==> src/rtl/core/lkv_pkg.sv <==
// Shared constants, types and codes of the LRU key-value cache.
`default_nettype none
package lkv_pkg;

  localparam int ENTRIES = 16;
  localparam int IDX_W   = (ENTRIES > 1) ? $clog2(ENTRIES) : 1;
  localparam int CNT_W   = $clog2(ENTRIES + 1);
  localparam int KEY_W   = 16;
  localparam int VAL_W   = 16;
  localparam int CAP_W   = 5;
  localparam int CMP_W   = (CNT_W > CAP_W) ? CNT_W : CAP_W;

  localparam logic [CAP_W-1:0] CAP_RESET = 5'd16;

  localparam logic FUNC_GET = 1'b0;
  localparam logic FUNC_PUT = 1'b1;

  typedef enum logic [2:0] {
    ST_IDLE = 3'b001,
    ST_CMP  = 3'b010,
    ST_UPD  = 3'b100
  } state_t;

  // Broadcast from the controller to every cell of the chain.
  typedef struct packed {
    logic             load;
    logic [IDX_W-1:0] upto;
    logic [KEY_W-1:0] key;
    logic [VAL_W-1:0] value;
  } cell_ctl_t;

endpackage
`default_nettype wire

==> src/rtl/core/lkv_cell.sv <==
// One recency cell: holds a key/value pair, compares and shifts toward the back.
`default_nettype none
module lkv_cell import lkv_pkg::*; (
  input  logic             clk,
  input  logic             rst_n,
  input  logic [IDX_W-1:0] cell_idx,
  input  cell_ctl_t        ctl,
  input  logic [KEY_W-1:0] prev_key,
  input  logic [VAL_W-1:0] prev_value,
  input  logic             prev_valid,
  output logic [KEY_W-1:0] key_r,
  output logic [VAL_W-1:0] value_r,
  output logic             valid_r,
  output logic             match
);

  logic is_front;
  logic take_prev;

  assign is_front  = (cell_idx == '0);
  assign take_prev = ctl.load && !is_front && (cell_idx <= ctl.upto);
  assign match     = valid_r && (key_r == ctl.key);

  // Track occupancy of this slot
  always_ff @(posedge clk) begin
    if (!rst_n) begin
      valid_r <= 1'b0;
    end else if (ctl.load && is_front) begin
      valid_r <= 1'b1;
    end else if (take_prev) begin
      valid_r <= prev_valid;
    end
  end

  // Load the front pair or take the neighbor's pair
  always_ff @(posedge clk) begin
    if (ctl.load && is_front) begin
      key_r   <= ctl.key;
      value_r <= ctl.value;
    end else if (take_prev) begin
      key_r   <= prev_key;
      value_r <= prev_value;
    end
  end

endmodule
`default_nettype wire

==> src/rtl/core/lkv_sel.sv <==
// Match encoder: turns the one-hot match row into hit, position and stored value.
`default_nettype none
module lkv_sel import lkv_pkg::*; (
  input  logic [ENTRIES-1:0]            match,
  input  logic [ENTRIES-1:0][VAL_W-1:0] values,
  output logic                          hit,
  output logic [IDX_W-1:0]              pos,
  output logic [VAL_W-1:0]              stored
);

  // OR together index and value of the single matching cell
  always_comb begin
    pos    = '0;
    stored = '0;
    for (int i = 0; i < ENTRIES; i++) begin
      if (match[i]) begin
        pos    = pos | IDX_W'(i);
        stored = stored | values[i];
      end
    end
  end

  assign hit = |match;

endmodule
`default_nettype wire

==> src/rtl/core/lru_key_value_cache.sv <==
// Top level of the LRU key-value cache: controller, recency cell chain, result register.
//
//   channel | direction | ports                                   | handshake
//   in      | input     | in_func, in_key, in_value               | in_valid / in_stall
//   out     | output    | out_hit, out_read_value, out_evicted    | out_valid / out_stall
//   cfg     | input     | cfg_wr_data (capacity limit)            | cfg_wr_en
//
// An input word passes a compare state, which compares the key against every cell and
// registers the match, then an update state, which shifts the cell chain and loads the result register.
// A new word is taken in the update state, never in the compare state.
// Reset (rst_n low at a clk edge) empties all cells and sets the capacity to 16.
// A stall on out holds the shift cycle only while the result register is full.
`default_nettype none
module lru_key_value_cache import lkv_pkg::*; (
  input  logic             clk,
  input  logic             rst_n,
  input  logic             in_valid,
  output logic             in_stall,
  input  logic             in_func,
  input  logic [KEY_W-1:0] in_key,
  input  logic [VAL_W-1:0] in_value,
  output logic             out_valid,
  input  logic             out_stall,
  output logic             out_hit,
  output logic [VAL_W-1:0] out_read_value,
  output logic             out_evicted,
  input  logic             cfg_wr_en,
  input  logic [CAP_W-1:0] cfg_wr_data
);

  state_t state_r, state_nxt;

  logic [CAP_W-1:0] cap_r;
  logic [CNT_W-1:0] count_r, count_nxt;

  logic             op_func_r;
  logic [KEY_W-1:0] op_key_r;
  logic [VAL_W-1:0] op_value_r;

  logic             hit_r;
  logic [IDX_W-1:0] pos_r;
  logic [VAL_W-1:0] stored_r;

  logic             out_valid_r;
  logic             out_hit_r;
  logic [VAL_W-1:0] out_read_value_r;
  logic             out_evicted_r;

  logic in_fire, out_fire, out_free, upd_fire;
  logic is_get_hit, is_put_miss, evict;

  logic [CMP_W-1:0] cap_eff;
  logic [CMP_W-1:0] count_ext;

  cell_ctl_t ctl;

  logic [ENTRIES-1:0]            match;
  logic [ENTRIES-1:0][KEY_W-1:0] cell_key;
  logic [ENTRIES-1:0][VAL_W-1:0] cell_value;
  logic [ENTRIES-1:0]            cell_valid;

  logic             sel_hit;
  logic [IDX_W-1:0] sel_pos;
  logic [VAL_W-1:0] sel_stored;

  // Handshakes
  assign out_free = !out_valid_r || !out_stall;
  assign in_stall = (state_r == ST_CMP) || ((state_r == ST_UPD) && !out_free);
  assign in_fire  = in_valid && !in_stall;
  assign out_fire = out_valid_r && !out_stall;
  assign upd_fire = (state_r == ST_UPD) && out_free;

  // Sequence compare and update
  always_comb begin
    state_nxt = state_r;
    unique case (state_r)
      ST_IDLE: if (in_fire) state_nxt = ST_CMP;
      ST_CMP:  state_nxt = ST_UPD;
      ST_UPD:  begin
        if (in_fire) begin
          state_nxt = ST_CMP;
        end else if (upd_fire) begin
          state_nxt = ST_IDLE;
        end
      end
      default: state_nxt = ST_IDLE;
    endcase
  end

  always_ff @(posedge clk) begin
    if (!rst_n) begin
      state_r <= ST_IDLE;
    end else begin
      state_r <= state_nxt;
    end
  end

  // Capacity register
  always_ff @(posedge clk) begin
    if (!rst_n) begin
      cap_r <= CAP_RESET;
    end else if (cfg_wr_en) begin
      cap_r <= cfg_wr_data;
    end
  end

  // Latch the accepted word
  always_ff @(posedge clk) begin
    if (in_fire) begin
      op_func_r  <= in_func;
      op_key_r   <= in_key;
      op_value_r <= in_value;
    end
  end

  // Register the compare result
  always_ff @(posedge clk) begin
    if (state_r == ST_CMP) begin
      hit_r    <= sel_hit;
      pos_r    <= sel_pos;
      stored_r <= sel_stored;
    end
  end

  // Clamp the capacity to one through the cell count and decide eviction
  always_comb begin
    if (cap_r == '0) begin
      cap_eff = CMP_W'(1);
    end else if (CMP_W'(cap_r) > CMP_W'(ENTRIES)) begin
      cap_eff = CMP_W'(ENTRIES);
    end else begin
      cap_eff = CMP_W'(cap_r);
    end
  end

  assign count_ext   = CMP_W'(count_r);
  assign evict       = (count_ext >= cap_eff);
  assign is_get_hit  = hit_r && (op_func_r == FUNC_GET);
  assign is_put_miss = !hit_r && (op_func_r == FUNC_PUT);

  // Drive the cell chain
  always_comb begin
    ctl.key   = op_key_r;
    ctl.value = is_get_hit ? stored_r : op_value_r;
    ctl.load  = upd_fire && (hit_r || is_put_miss);
    if (hit_r) begin
      ctl.upto = pos_r;
    end else if (evict) begin
      ctl.upto = IDX_W'(count_r - CNT_W'(1));
    end else begin
      ctl.upto = IDX_W'(count_r);
    end
  end

  // Grow occupancy on a new key that needs no eviction
  always_comb begin
    count_nxt = count_r;
    if (upd_fire && is_put_miss && !evict) begin
      count_nxt = count_r + CNT_W'(1);
    end
  end

  always_ff @(posedge clk) begin
    if (!rst_n) begin
      count_r <= '0;
    end else begin
      count_r <= count_nxt;
    end
  end

  // Recency chain, front at cell 0
  for (genvar g = 0; g < ENTRIES; g++) begin : g_cell
    logic [KEY_W-1:0] prev_key;
    logic [VAL_W-1:0] prev_value;
    logic             prev_valid;

    if (g == 0) begin : g_front
      assign prev_key   = '0;
      assign prev_value = '0;
      assign prev_valid = 1'b0;
    end else begin : g_link
      assign prev_key   = cell_key[g-1];
      assign prev_value = cell_value[g-1];
      assign prev_valid = cell_valid[g-1];
    end

    lkv_cell u_cell (
      .clk        (clk),
      .rst_n      (rst_n),
      .cell_idx   (IDX_W'(g)),
      .ctl        (ctl),
      .prev_key   (prev_key),
      .prev_value (prev_value),
      .prev_valid (prev_valid),
      .key_r      (cell_key[g]),
      .value_r    (cell_value[g]),
      .valid_r    (cell_valid[g]),
      .match      (match[g])
    );
  end

  lkv_sel u_sel (
    .match  (match),
    .values (cell_value),
    .hit    (sel_hit),
    .pos    (sel_pos),
    .stored (sel_stored)
  );

  // Result register
  always_ff @(posedge clk) begin
    if (!rst_n) begin
      out_valid_r <= 1'b0;
    end else if (upd_fire) begin
      out_valid_r <= 1'b1;
    end else if (out_fire) begin
      out_valid_r <= 1'b0;
    end
  end

  always_ff @(posedge clk) begin
    if (upd_fire) begin
      out_hit_r        <= hit_r;
      out_read_value_r <= is_get_hit ? stored_r : '0;
      out_evicted_r    <= is_put_miss && evict;
    end
  end

  assign out_valid      = out_valid_r;
  assign out_hit        = out_hit_r;
  assign out_read_value = out_read_value_r;
  assign out_evicted    = out_evicted_r;

endmodule
`default_nettype wire

==> config.mk <==
export PLATFORM = sky130hd
export DESIGN_NAME = lru_key_value_cache
export DESIGN_NICKNAME = d
export VERILOG_FILES = /design/src/rtl/core/lkv_pkg.sv /design/src/rtl/core/lkv_cell.sv /design/src/rtl/core/lkv_sel.sv /design/src/rtl/core/lru_key_value_cache.sv
export SDC_FILE = /design/constraint.sdc
export NUM_CORES = 1
export LEC_CHECK = 0
export ABC_AREA = 1
export BUFFER_PORTS_ARGS = -buffer_cell sky130_fd_sc_hd__buf_4
export CORE_MARGIN = 2
export CORE_UTILIZATION = 40
export DETAILED_ROUTE_END_ITERATION = 12
export SKIP_CTS_REPAIR_TIMING = 1
export SLEW_MARGIN = 20
export SYNTH_ARGS = -nofsm -noshare
export SYNTH_HDL_FRONTEND = slang
export SYNTH_SLANG_ARGS = --single-unit
==> constraint.sdc <==
create_clock -name clk -period 5.5 [get_ports clk]
set_input_delay 1.1 -clock clk [delete_from_list [all_inputs] [get_ports clk]]
set_output_delay 1.1 -clock clk [all_outputs]
set_load 0.02 [all_outputs]
==> qor_table.md, run 1 <==
| Result | This run |
|---|---|
| Run status | finished, final reports clean |
| Library cells used by synthesis | 43 |
| Static Leak | 0.0103 uW |
| Seq cells post-synth | 614 |
| Gr ovfl total | 0 |
| Clock Tree Buf Depth | 3 |
| Diodes inserted | 0 |
| Number of antenna violations at the first check in global routing | 3 |
| Synthesized instance count | 2091 |
| DPL Wire Length | 50100 um |
| Total area of multi-input combinational cells | 6830 sq um |
| Largest net degree at the start of global routing | 49 |
| Number of core rows | 93 |
| Sum Neg Setup Slack | 0 ns |
| Required time worst endpoint | 5.73 ns |
| Post-route worst hold slack | 0.434 ns |
| Vias | 17200 |
| Setup slack of the worst register-to-register path | 1.85 ns |
| Via count of the first global-routing pass | 16900 |
| Clock slew seen by the registers of the worst setup and hold paths | 0.06 ns |
| Master cell of the clock root buffer | sky130_fd_sc_hd__clkbuf_16 |
| Initial Utilization | 40.4% |
| Largest driver fanout on the critical path | 35 |
| Synthesis-to-finish area growth | 12.8% |
| Peak VDD IR | 213 uV |
| Number of nets still failing antenna checks after routing | 0 |
| Achievable frequency | 274 MHz |
| Height of the chip | 259 um |
| Async set-reset flop share out of synthesis | 0% |
| First-pass GRT wire length | 105000 um |
| Total iterations of the first detailed-routing run | 6 |
| Avg WL per Cell | 22.7 um |
| Max-slew headroom at the worst pin | 23.9% |
| Fraction of the yosys area taken by sequential cells | 69.8% |
| Total clock sinks | 614 |
| Startpoint Class | register |
| Area used by sequential logic in the layout | 18100 sq um |
| Mean Syn Cell Area | 12.4 sq um |
| Final routed wirelength across all metal layers | 69700 um |
| CTS Buf Count | 67 |
| Count of endpoints failing setup in the final report | 0 |
| Worst hold-check path type | reg2reg |
| Fraction of layout cells with a size suffix above 1 | 11.8% |
| Width of the chip | 259 um |
| Total power density per cell area | 339 nW/um^2 |
| Clock insertion delay at the later pin of the skew report | 0.60 ns |
| Worst-margin pin slew | 1.14 ns |
| Largest clock skew in the final design | 0.0269 ns |
| Iteration-0 DRC count of the detailed router | 2016 |
| Net count after synthesis | 2141 |
| Primary flip-flop cell chosen by synthesis mapping | sky130_fd_sc_hd__edfxtp_1 |
| Post-detailed-route DRC marker count | 0 |
| Minimum clock period | 3.65 ns |
| Yosys synthesis warning count | 0 |
| NumNets Final | 2215 |
| RSZ-0062 raised after global routing | false |
| Clock tree from TritonCTS | built |
| Type of the worst setup path | reg2reg |
| Number of synthesized flops with an enable pin | 584 |
| Ports placed on the boundary | 63 |
| Slew Viols, Final | 0 |
| Cell area after synthesis | 26000 sq um |
| Fill cells | 5775 |
| Via-to-Cell Ratio | 5.62 |
| Type of destination of the critical path | register |
| Die area | 67000 sq um |
| Area inside the core boundary | 64300 sq um |
| Number of port buffers | 62 |
| Global placement routability congestion | 0.872 |
| Max-cap viol count | 0 |
| # H-tree levels | 3 |
| Arrival time of the worst setup path | 3.88 ns |
| Total track usage | 20.8% |
| Final hold violation count | 0 |
| Final critical-path share of the clock period | 66.3% |
-- registers in the layout, indices dropped and copies added, names as in the netlist, 5 cells and up --
name / flops
g_cell.u_cell.key_r: 256
g_cell.u_cell.value_r: 256
g_cell.u_cell.valid_r: 16
op_key_r: 16
op_value_r: 16
out_read_value: 16
stored_r: 16
cap_r: 5
count_ext: 5
-- critical path: stages, from the launching register on --
cell and delay, ns:
sky130_fd_sc_hd__dfxtp_1 0.31, sky130_fd_sc_hd__or4_1 0.54, sky130_fd_sc_hd__o21ai_0 0.21, sky130_fd_sc_hd__ha_1 0.27, sky130_fd_sc_hd__inv_1 0.06, sky130_fd_sc_hd__nand2_1 0.05, sky130_fd_sc_hd__nand2_1 0.13, sky130_fd_sc_hd__nand3_2 0.14
sky130_fd_sc_hd__nand2_1 0.10, sky130_fd_sc_hd__nand2_1 0.05, sky130_fd_sc_hd__nand2_1 0.14, sky130_fd_sc_hd__nand3_4 0.17, sky130_fd_sc_hd__inv_1 0.09, sky130_fd_sc_hd__buf_4 0.40, sky130_fd_sc_hd__nor2_1 0.18, sky130_fd_sc_hd__inv_1 0.08
sky130_fd_sc_hd__buf_4 0.37
-- logic make-up after synthesis --
| kind of cell | share of synthesized area, % |
|---|---|
| AOI/OAI and AO/OA | 3.83 |
| and+or+nand+nor | 19.0 |
| buffers and inverters | 4.13 |
| DFF | 69.8 |
| adders and majority gates | 0.337 |
| xor gates and xnor gates | 2.87 |
-- final cells by class --
type | count | area share [%]
tap | 855 | 3.65
timing repair buffer | 100 | 2.77
clock inverter | 33 | 0.786
sequential | 614 | 61.9
multi-input combinational | 1270 | 23.3
inverter | 112 | 1.45
clock buffer | 84 | 6.12
-- metrics by stage --
step                util [%]  setup WS, ns  std cells  area (sq um)  power (uW)
floorplan                  -          1.13       2091         26000        5590
global placement        42.2          1.65       2948         27200        5750
detailed placement      42.3          1.60       2949         27200        5760
CTS                     45.4          1.78       3066         29200        9970
global route            45.5          1.52       3068         29300       10200
finish                  45.5          1.85       3068         29300        9920
-- where the power goes --
part	switching (uW)	total (uW)	internal, uW
sequential	44.2	5180	5130
clock	1810	4250	2440
combinational	355	492	137
-- final timing paths --
check	end	cells after the start	from
setup / recovery	g_cell[2].u_cell.key_r[10]$_DFFE_PP_	16	cap_r[0]$_SDFFE_PN0P_
hold / removal	g_cell[7].u_cell.key_r[14]$_DFFE_PP_	0	g_cell[6].u_cell.key_r[14]$_DFFE_PP_
setup reg to reg	g_cell[2].u_cell.key_r[10]$_DFFE_PP_	16	cap_r[0]$_SDFFE_PN0P_
hold reg to reg	g_cell[7].u_cell.key_r[14]$_DFFE_PP_	0	g_cell[6].u_cell.key_r[14]$_DFFE_PP_
-- synthesized netlist by cell type (8+ instances only) --
master | n | area, sq um
sky130_fd_sc_hd__nor2_2 | 25 | 156
sky130_fd_sc_hd__xnor2_1 | 11 | 96.3
sky130_fd_sc_hd__o21ai_0 | 100 | 500
sky130_fd_sc_hd__buf_2 | 41 | 205
sky130_fd_sc_hd__inv_1 | 102 | 383
sky130_fd_sc_hd__edfxtp_1 | 584 | 17500
sky130_fd_sc_hd__nor3_2 | 11 | 110
sky130_fd_sc_hd__a21oi_1 | 19 | 95.1
sky130_fd_sc_hd__nor2_1 | 184 | 691
sky130_fd_sc_hd__o22ai_1 | 38 | 238
sky130_fd_sc_hd__nand3_1 | 39 | 195
sky130_fd_sc_hd__dfxtp_1 | 30 | 601
sky130_fd_sc_hd__buf_4 | 30 | 225
sky130_fd_sc_hd__nor2_4 | 8 | 90.1
sky130_fd_sc_hd__nand4_1 | 320 | 2000
sky130_fd_sc_hd__nand2_1 | 384 | 1440
sky130_fd_sc_hd__xor2_1 | 74 | 648
sky130_fd_sc_hd__o21ai_1 | 10 | 50.1
sky130_fd_sc_hd__buf_6 | 17 | 191
-- cell usage in the layout, fill, tap and decap left out, types with 2 or more instances in the layout --
master,netlist,layout
sky130_fd_sc_hd__inv_4,2,2
sky130_fd_sc_hd__o22ai_1,38,38
sky130_fd_sc_hd__nor2_1,184,184
sky130_fd_sc_hd__buf_4,30,97
sky130_fd_sc_hd__a21oi_4,1,3
sky130_fd_sc_hd__dfxtp_1,30,30
sky130_fd_sc_hd__or2_2,7,7
sky130_fd_sc_hd__nor2_4,8,8
sky130_fd_sc_hd__nand3_1,39,39
sky130_fd_sc_hd__xor2_1,74,74
sky130_fd_sc_hd__o211ai_1,3,3
sky130_fd_sc_hd__nor3_1,5,4
sky130_fd_sc_hd__nor3_2,11,8
sky130_fd_sc_hd__bufinv_16,0,3
sky130_fd_sc_hd__ha_1,7,7
sky130_fd_sc_hd__o21ai_1,10,9
sky130_fd_sc_hd__o21ai_0,100,100
sky130_fd_sc_hd__clkinv_2,0,10
sky130_fd_sc_hd__inv_1,102,102
sky130_fd_sc_hd__nand3_2,2,2
sky130_fd_sc_hd__o221ai_1,4,4
sky130_fd_sc_hd__nor2_2,25,25
sky130_fd_sc_hd__a21oi_1,19,17
sky130_fd_sc_hd__xnor2_1,11,11
sky130_fd_sc_hd__clkbuf_16,0,69
sky130_fd_sc_hd__nor3_4,6,10
sky130_fd_sc_hd__clkinv_1,1,18
sky130_fd_sc_hd__clkbuf_1,7,14
sky130_fd_sc_hd__edfxtp_1,584,584
sky130_fd_sc_hd__inv_6,0,3
sky130_fd_sc_hd__nand2_1,384,384
sky130_fd_sc_hd__nand4_1,320,320
sky130_fd_sc_hd__inv_2,7,7
sky130_fd_sc_hd__buf_16,0,3
-- routing by layer --
| metal | vias to the layer above | track usage (%) | part of all wire (%) | wire [um] |
|---|---|---|---|---|
| met4 | 2 | 5.96 | 2.1 | 1500 |
| met2 | 675 | 32.9 | 46 | 32200 |
| met1 | 8630 | 29.3 | 44 | 30400 |
| li1 | 7843 | - | - | - |
| met5 | - | 0 | 0.019 | 13 |
| met3 | 89 | 4.00 | 8.0 | 5580 |
Note: power is estimated with default switching activity, not from simulation.
==> run 2, diff against run 1 <==
==> constraint.sdc (replaced) <==
create_clock -name clk -period 3.45 [get_ports clk]
set_input_delay 0.69 -clock clk [delete_from_list [all_inputs] [get_ports clk]]
set_output_delay 0.69 -clock clk [all_outputs]
set_load 0.02 [all_outputs]
==> run 2 against run 1 <==
Critical path depth stayed put. Global-route usage is 0.051 points higher. Die area is the same. Non-clock buffer count increased by 56. Worst hold slack worse by 0.18 ns. Worst setup slack got worse by 1.6 ns. Clock skew about the same. Count of clock-buffer cells in the layout is 1 higher. First-iteration DRC count up 12%. Fmax grew 15%. Register-to-register slack got worse by 1.6 ns. Critical endpoint is now g_cell[2].u_cell.value_r[8]$_DFFE_PP_. Largest power group unchanged.
==> qor_table.md, run 2 (synthesized netlist as in run 1, its figures left out) <==
| Result | This run | Change |
|---|---|---|
| Ports placed on the boundary | 63 | unchanged |
| DPL Wire Length | 51000 um | +1.7% |
| Global placement routability congestion | 0.891 | +2.2% |
| Area used by sequential logic in the layout | 18100 sq um | unchanged |
| Achievable frequency | 314 MHz | +15% |
| Largest driver fanout on the critical path | 32 | -8.6% |
| Worst-margin pin slew | 1.03 ns | -0.106 ns |
| Count of endpoints failing setup in the final report | 0 | unchanged |
| Internal Power | 12700 uW | +65% |
| Hold depth | 1 | +1 |
| Destination of the worst hold path | op_value_r[15]$_DFFE_PP_ |  |
| Number of nets still failing antenna checks after routing | 0 | unchanged |
| Proportion of total power due to net switching | 22.1% | -0.18 points |
| Clock Tree Buf Depth | 3 | unchanged |
| Reg2Reg Depth | 16 | unchanged |
| Run status | finished, final reports clean |  |
| Post-detailed-route DRC marker count | 0 | unchanged |
| Power share of the combinational group | 5.2% | +0.2 points |
| Final routed wirelength across all metal layers | 70000 um | +0.40% |
| Routing usage on met1 | 30.1% | +0.82 points |
| Diodes inserted | 0 | unchanged |
| Number of antenna violations at the first check in global routing | 1 | -2 |
| Startpoint Class | register |  |
| Synthesis-to-finish area growth | 15.5% |  |
| Required time worst endpoint | 3.78 ns | -1.95 ns |
| Avg WL per Cell | 22.4 um | -1.4% |
| Final hold violation count | 0 | unchanged |
| First-pass GRT wire length | 105000 um | +0.30% |
| Total clock sinks | 614 | unchanged |
| Number of port buffers | 62 | unchanged |
| Via-to-Cell Ratio | 5.53 | -1.6% |
| GR Layer Usage met3 | 3.55% | -0.45 points |
| Area inside the core boundary | 64300 sq um | unchanged |
| RSZ-0062 raised after global routing | false |  |
| Reported net switching power | 3590 uW | +63% |
| Layer carrying the most global-route usage | met2 |  |
| Master cell of the clock root buffer | sky130_fd_sc_hd__clkbuf_16 |  |
| Fill cells | 5757 | -0.31% |
| Commonest non-fill, non-tap cells in the layout | sky130_fd_sc_hd__edfxtp_1, sky130_fd_sc_hd__nand2_1, sky130_fd_sc_hd__nand4_1 |  |
| Share of total power in the clock network | 44.2% | +1.3 points |
| Clock insertion delay at the later pin of the skew report | 0.61 ns | about the same |
| Setup slack of the worst register-to-register path | 0.27 ns | -1.58 ns |
| Iteration-0 DRC count of the detailed router | 2267 | +12% |
| NumNets Final | 2271 | +2.5% |
| Type of the worst setup path | reg2reg |  |
| Slew Viols, Final | 0 | unchanged |
| CTS Buf Count | 67 | unchanged |
| Total area of multi-input combinational cells | 6840 sq um | +0.15% |
| Height of the chip | 259 um | unchanged |
| Die area | 67000 sq um | unchanged |
| Vias | 17300 | +0.19% |
| Max-cap viol count | 0 | unchanged |
| Total track usage | 20.9% | +0.051 points |
| Total power consumption of the routed design | 16300 uW | +64% |
| Initial Utilization | 40.4% | unchanged |
| Final critical-path share of the clock period | 92.2% | +26 points |
| Total iterations of the first detailed-routing run | 5 | -1 |
| Worst hold-check path type | in2reg |  |
| Fraction of layout cells with a size suffix above 1 | 14.8% | +3.0 points |
| Clock tree from TritonCTS | built |  |
| Minimum clock period | 3.18 ns | -0.468 ns |
| Critical R2R Launch | cap_r[0]$_SDFFE_PN0P_ |  |
| Width of the chip | 259 um | unchanged |
| Clock slew seen by the registers of the worst setup and hold paths | 0.06 ns | about the same |
| Via count of the first global-routing pass | 16700 | -1.5% |
| Static Leak | 0.0106 uW | +3.2% |
| Sum Neg Setup Slack | 0 ns | unchanged |
| Post-route worst hold slack | 0.255 ns | -0.179 ns |
| Sequential fraction of design power | 50.7% | -1.5 points |
| Launch instance of the worst min-delay path | in_value[15] |  |
| Max-slew headroom at the worst pin | 30.9% | +7.1 points |
| Largest net degree at the start of global routing | 36 | -27% |
| Met2 demand-to-capacity share in global routing | 32.8% | -0.097 points |
| R2r endpoint | g_cell[2].u_cell.value_r[8]$_DFFE_PP_ |  |
| Largest clock skew in the final design | 0.0264 ns | -0.000479 ns |
| Number of core rows | 93 | unchanged |
| Largest registers | g_cell.u_cell.key_r (256), g_cell.u_cell.value_r (256) |  |
| Type of destination of the critical path | register |  |
| Most common library cell in the layout ignoring fill and taps | sky130_fd_sc_hd__edfxtp_1 |  |
| Peak VDD IR | 348 uV | +63% |
| Gr ovfl total | 0 | unchanged |
| # H-tree levels | 3 | unchanged |
| Arrival time of the worst setup path | 3.51 ns | -0.37 ns |
| Total power density per cell area | 543 nW/um^2 | +60% |
## run 2: cell count changes in the layout (fill, tap and decap cells not counted), sizes merged
cell / delta
buf: +56
clkinvlp: +5
inv: -5
bufinv: +4
clkinv: -4
clkbuf: +1
## run 2: worst max-delay path by stage
stage / startpoint / end / slack (ns)
after floorplan: cap_r[0]$_SDFFE_PN0P_ / g_cell[9].u_cell.key_r[0]$_DFFE_PP_ / -0.13
after global placement: cap_r[0]$_SDFFE_PN0P_ / g_cell[5].u_cell.value_r[10]$_DFFE_PP_ / 0.30
after detailed placement: cap_r[0]$_SDFFE_PN0P_ / g_cell[9].u_cell.value_r[0]$_DFFE_PP_ / 0.24
after CTS: cap_r[0]$_SDFFE_PN0P_ / g_cell[9].u_cell.key_r[1]$_DFFE_PP_ / 0.20
after global routing: cap_r[0]$_SDFFE_PN0P_ / g_cell[9].u_cell.key_r[1]$_DFFE_PP_ / 0.03
final: cap_r[0]$_SDFFE_PN0P_ / g_cell[2].u_cell.value_r[8]$_DFFE_PP_ / 0.27
## run 2: power by group through the flow
| stage | clock network, uW | registers (uW) | logic [uW] |
|---|---|---|---|
| 6_report | 7190 | 8250 | 839 |
| 5_1_grt | 7550 | 8250 | 915 |
| 4_1_cts | 7290 | 8250 | 839 |
| 3_5_place_dp | 0 | 8400 | 836 |
| 3_3_place_gp | 0 | 8400 | 824 |
| 2_1_floorplan | 0 | 8380 | 545 |
## run 2: metal layers
metal,vias to the layer above,share of wire (%)
met5,-,0
met4,0,1.7
met3,93,7.8
met2,687,46
met1,8539,44
li1,7953,-
## run 2: final cells by class
type | count | share of cell area [%]
Timing Repair Buffer | 156 | 4.41
Multi-Input combinational cell | 1270 | 22.8
Sequential cell | 614 | 60.5
Clock buffer | 85 | 6.06
Inverter | 112 | 1.49
Tap cell | 855 | 3.57
Clock inverter | 33 | 1.20
## run 2: metrics by stage
| stage | area [sq um] | std cells | worst slack [ns] | utilization (%) |
|---|---|---|---|---|
| 5_1_grt | 30000 | 3125 | 0.0301 | 46.6 |
| 3_5_place_dp | 27800 | 3007 | 0.237 | 43.2 |
| 2_1_floorplan | 26000 | 2091 | -0.132 | - |
| 3_3_place_gp | 27800 | 3007 | 0.303 | 43.2 |
| 6_report | 30000 | 3125 | 0.270 | 46.6 |
| 4_1_cts | 30000 | 3125 | 0.204 | 46.6 |
## run 2: critical path, stage by stage (launching register included)
cell                         delay (ns)
sky130_fd_sc_hd__dfxtp_1           0.31
sky130_fd_sc_hd__or4_1             0.53
sky130_fd_sc_hd__nand2_1           0.11
sky130_fd_sc_hd__nand2_1           0.06
sky130_fd_sc_hd__ha_1              0.29
sky130_fd_sc_hd__nand2_1           0.06
sky130_fd_sc_hd__nor2_1            0.09
sky130_fd_sc_hd__nand2_1           0.12
sky130_fd_sc_hd__nand3_2           0.14
sky130_fd_sc_hd__nand2_1           0.06
sky130_fd_sc_hd__nand3_1           0.09
sky130_fd_sc_hd__nand2_1           0.13
sky130_fd_sc_hd__nand2_1           0.22
sky130_fd_sc_hd__nand2_1           0.13
sky130_fd_sc_hd__nor2_4            0.22
sky130_fd_sc_hd__clkinvlp_4        0.12
sky130_fd_sc_hd__buf_6             0.21
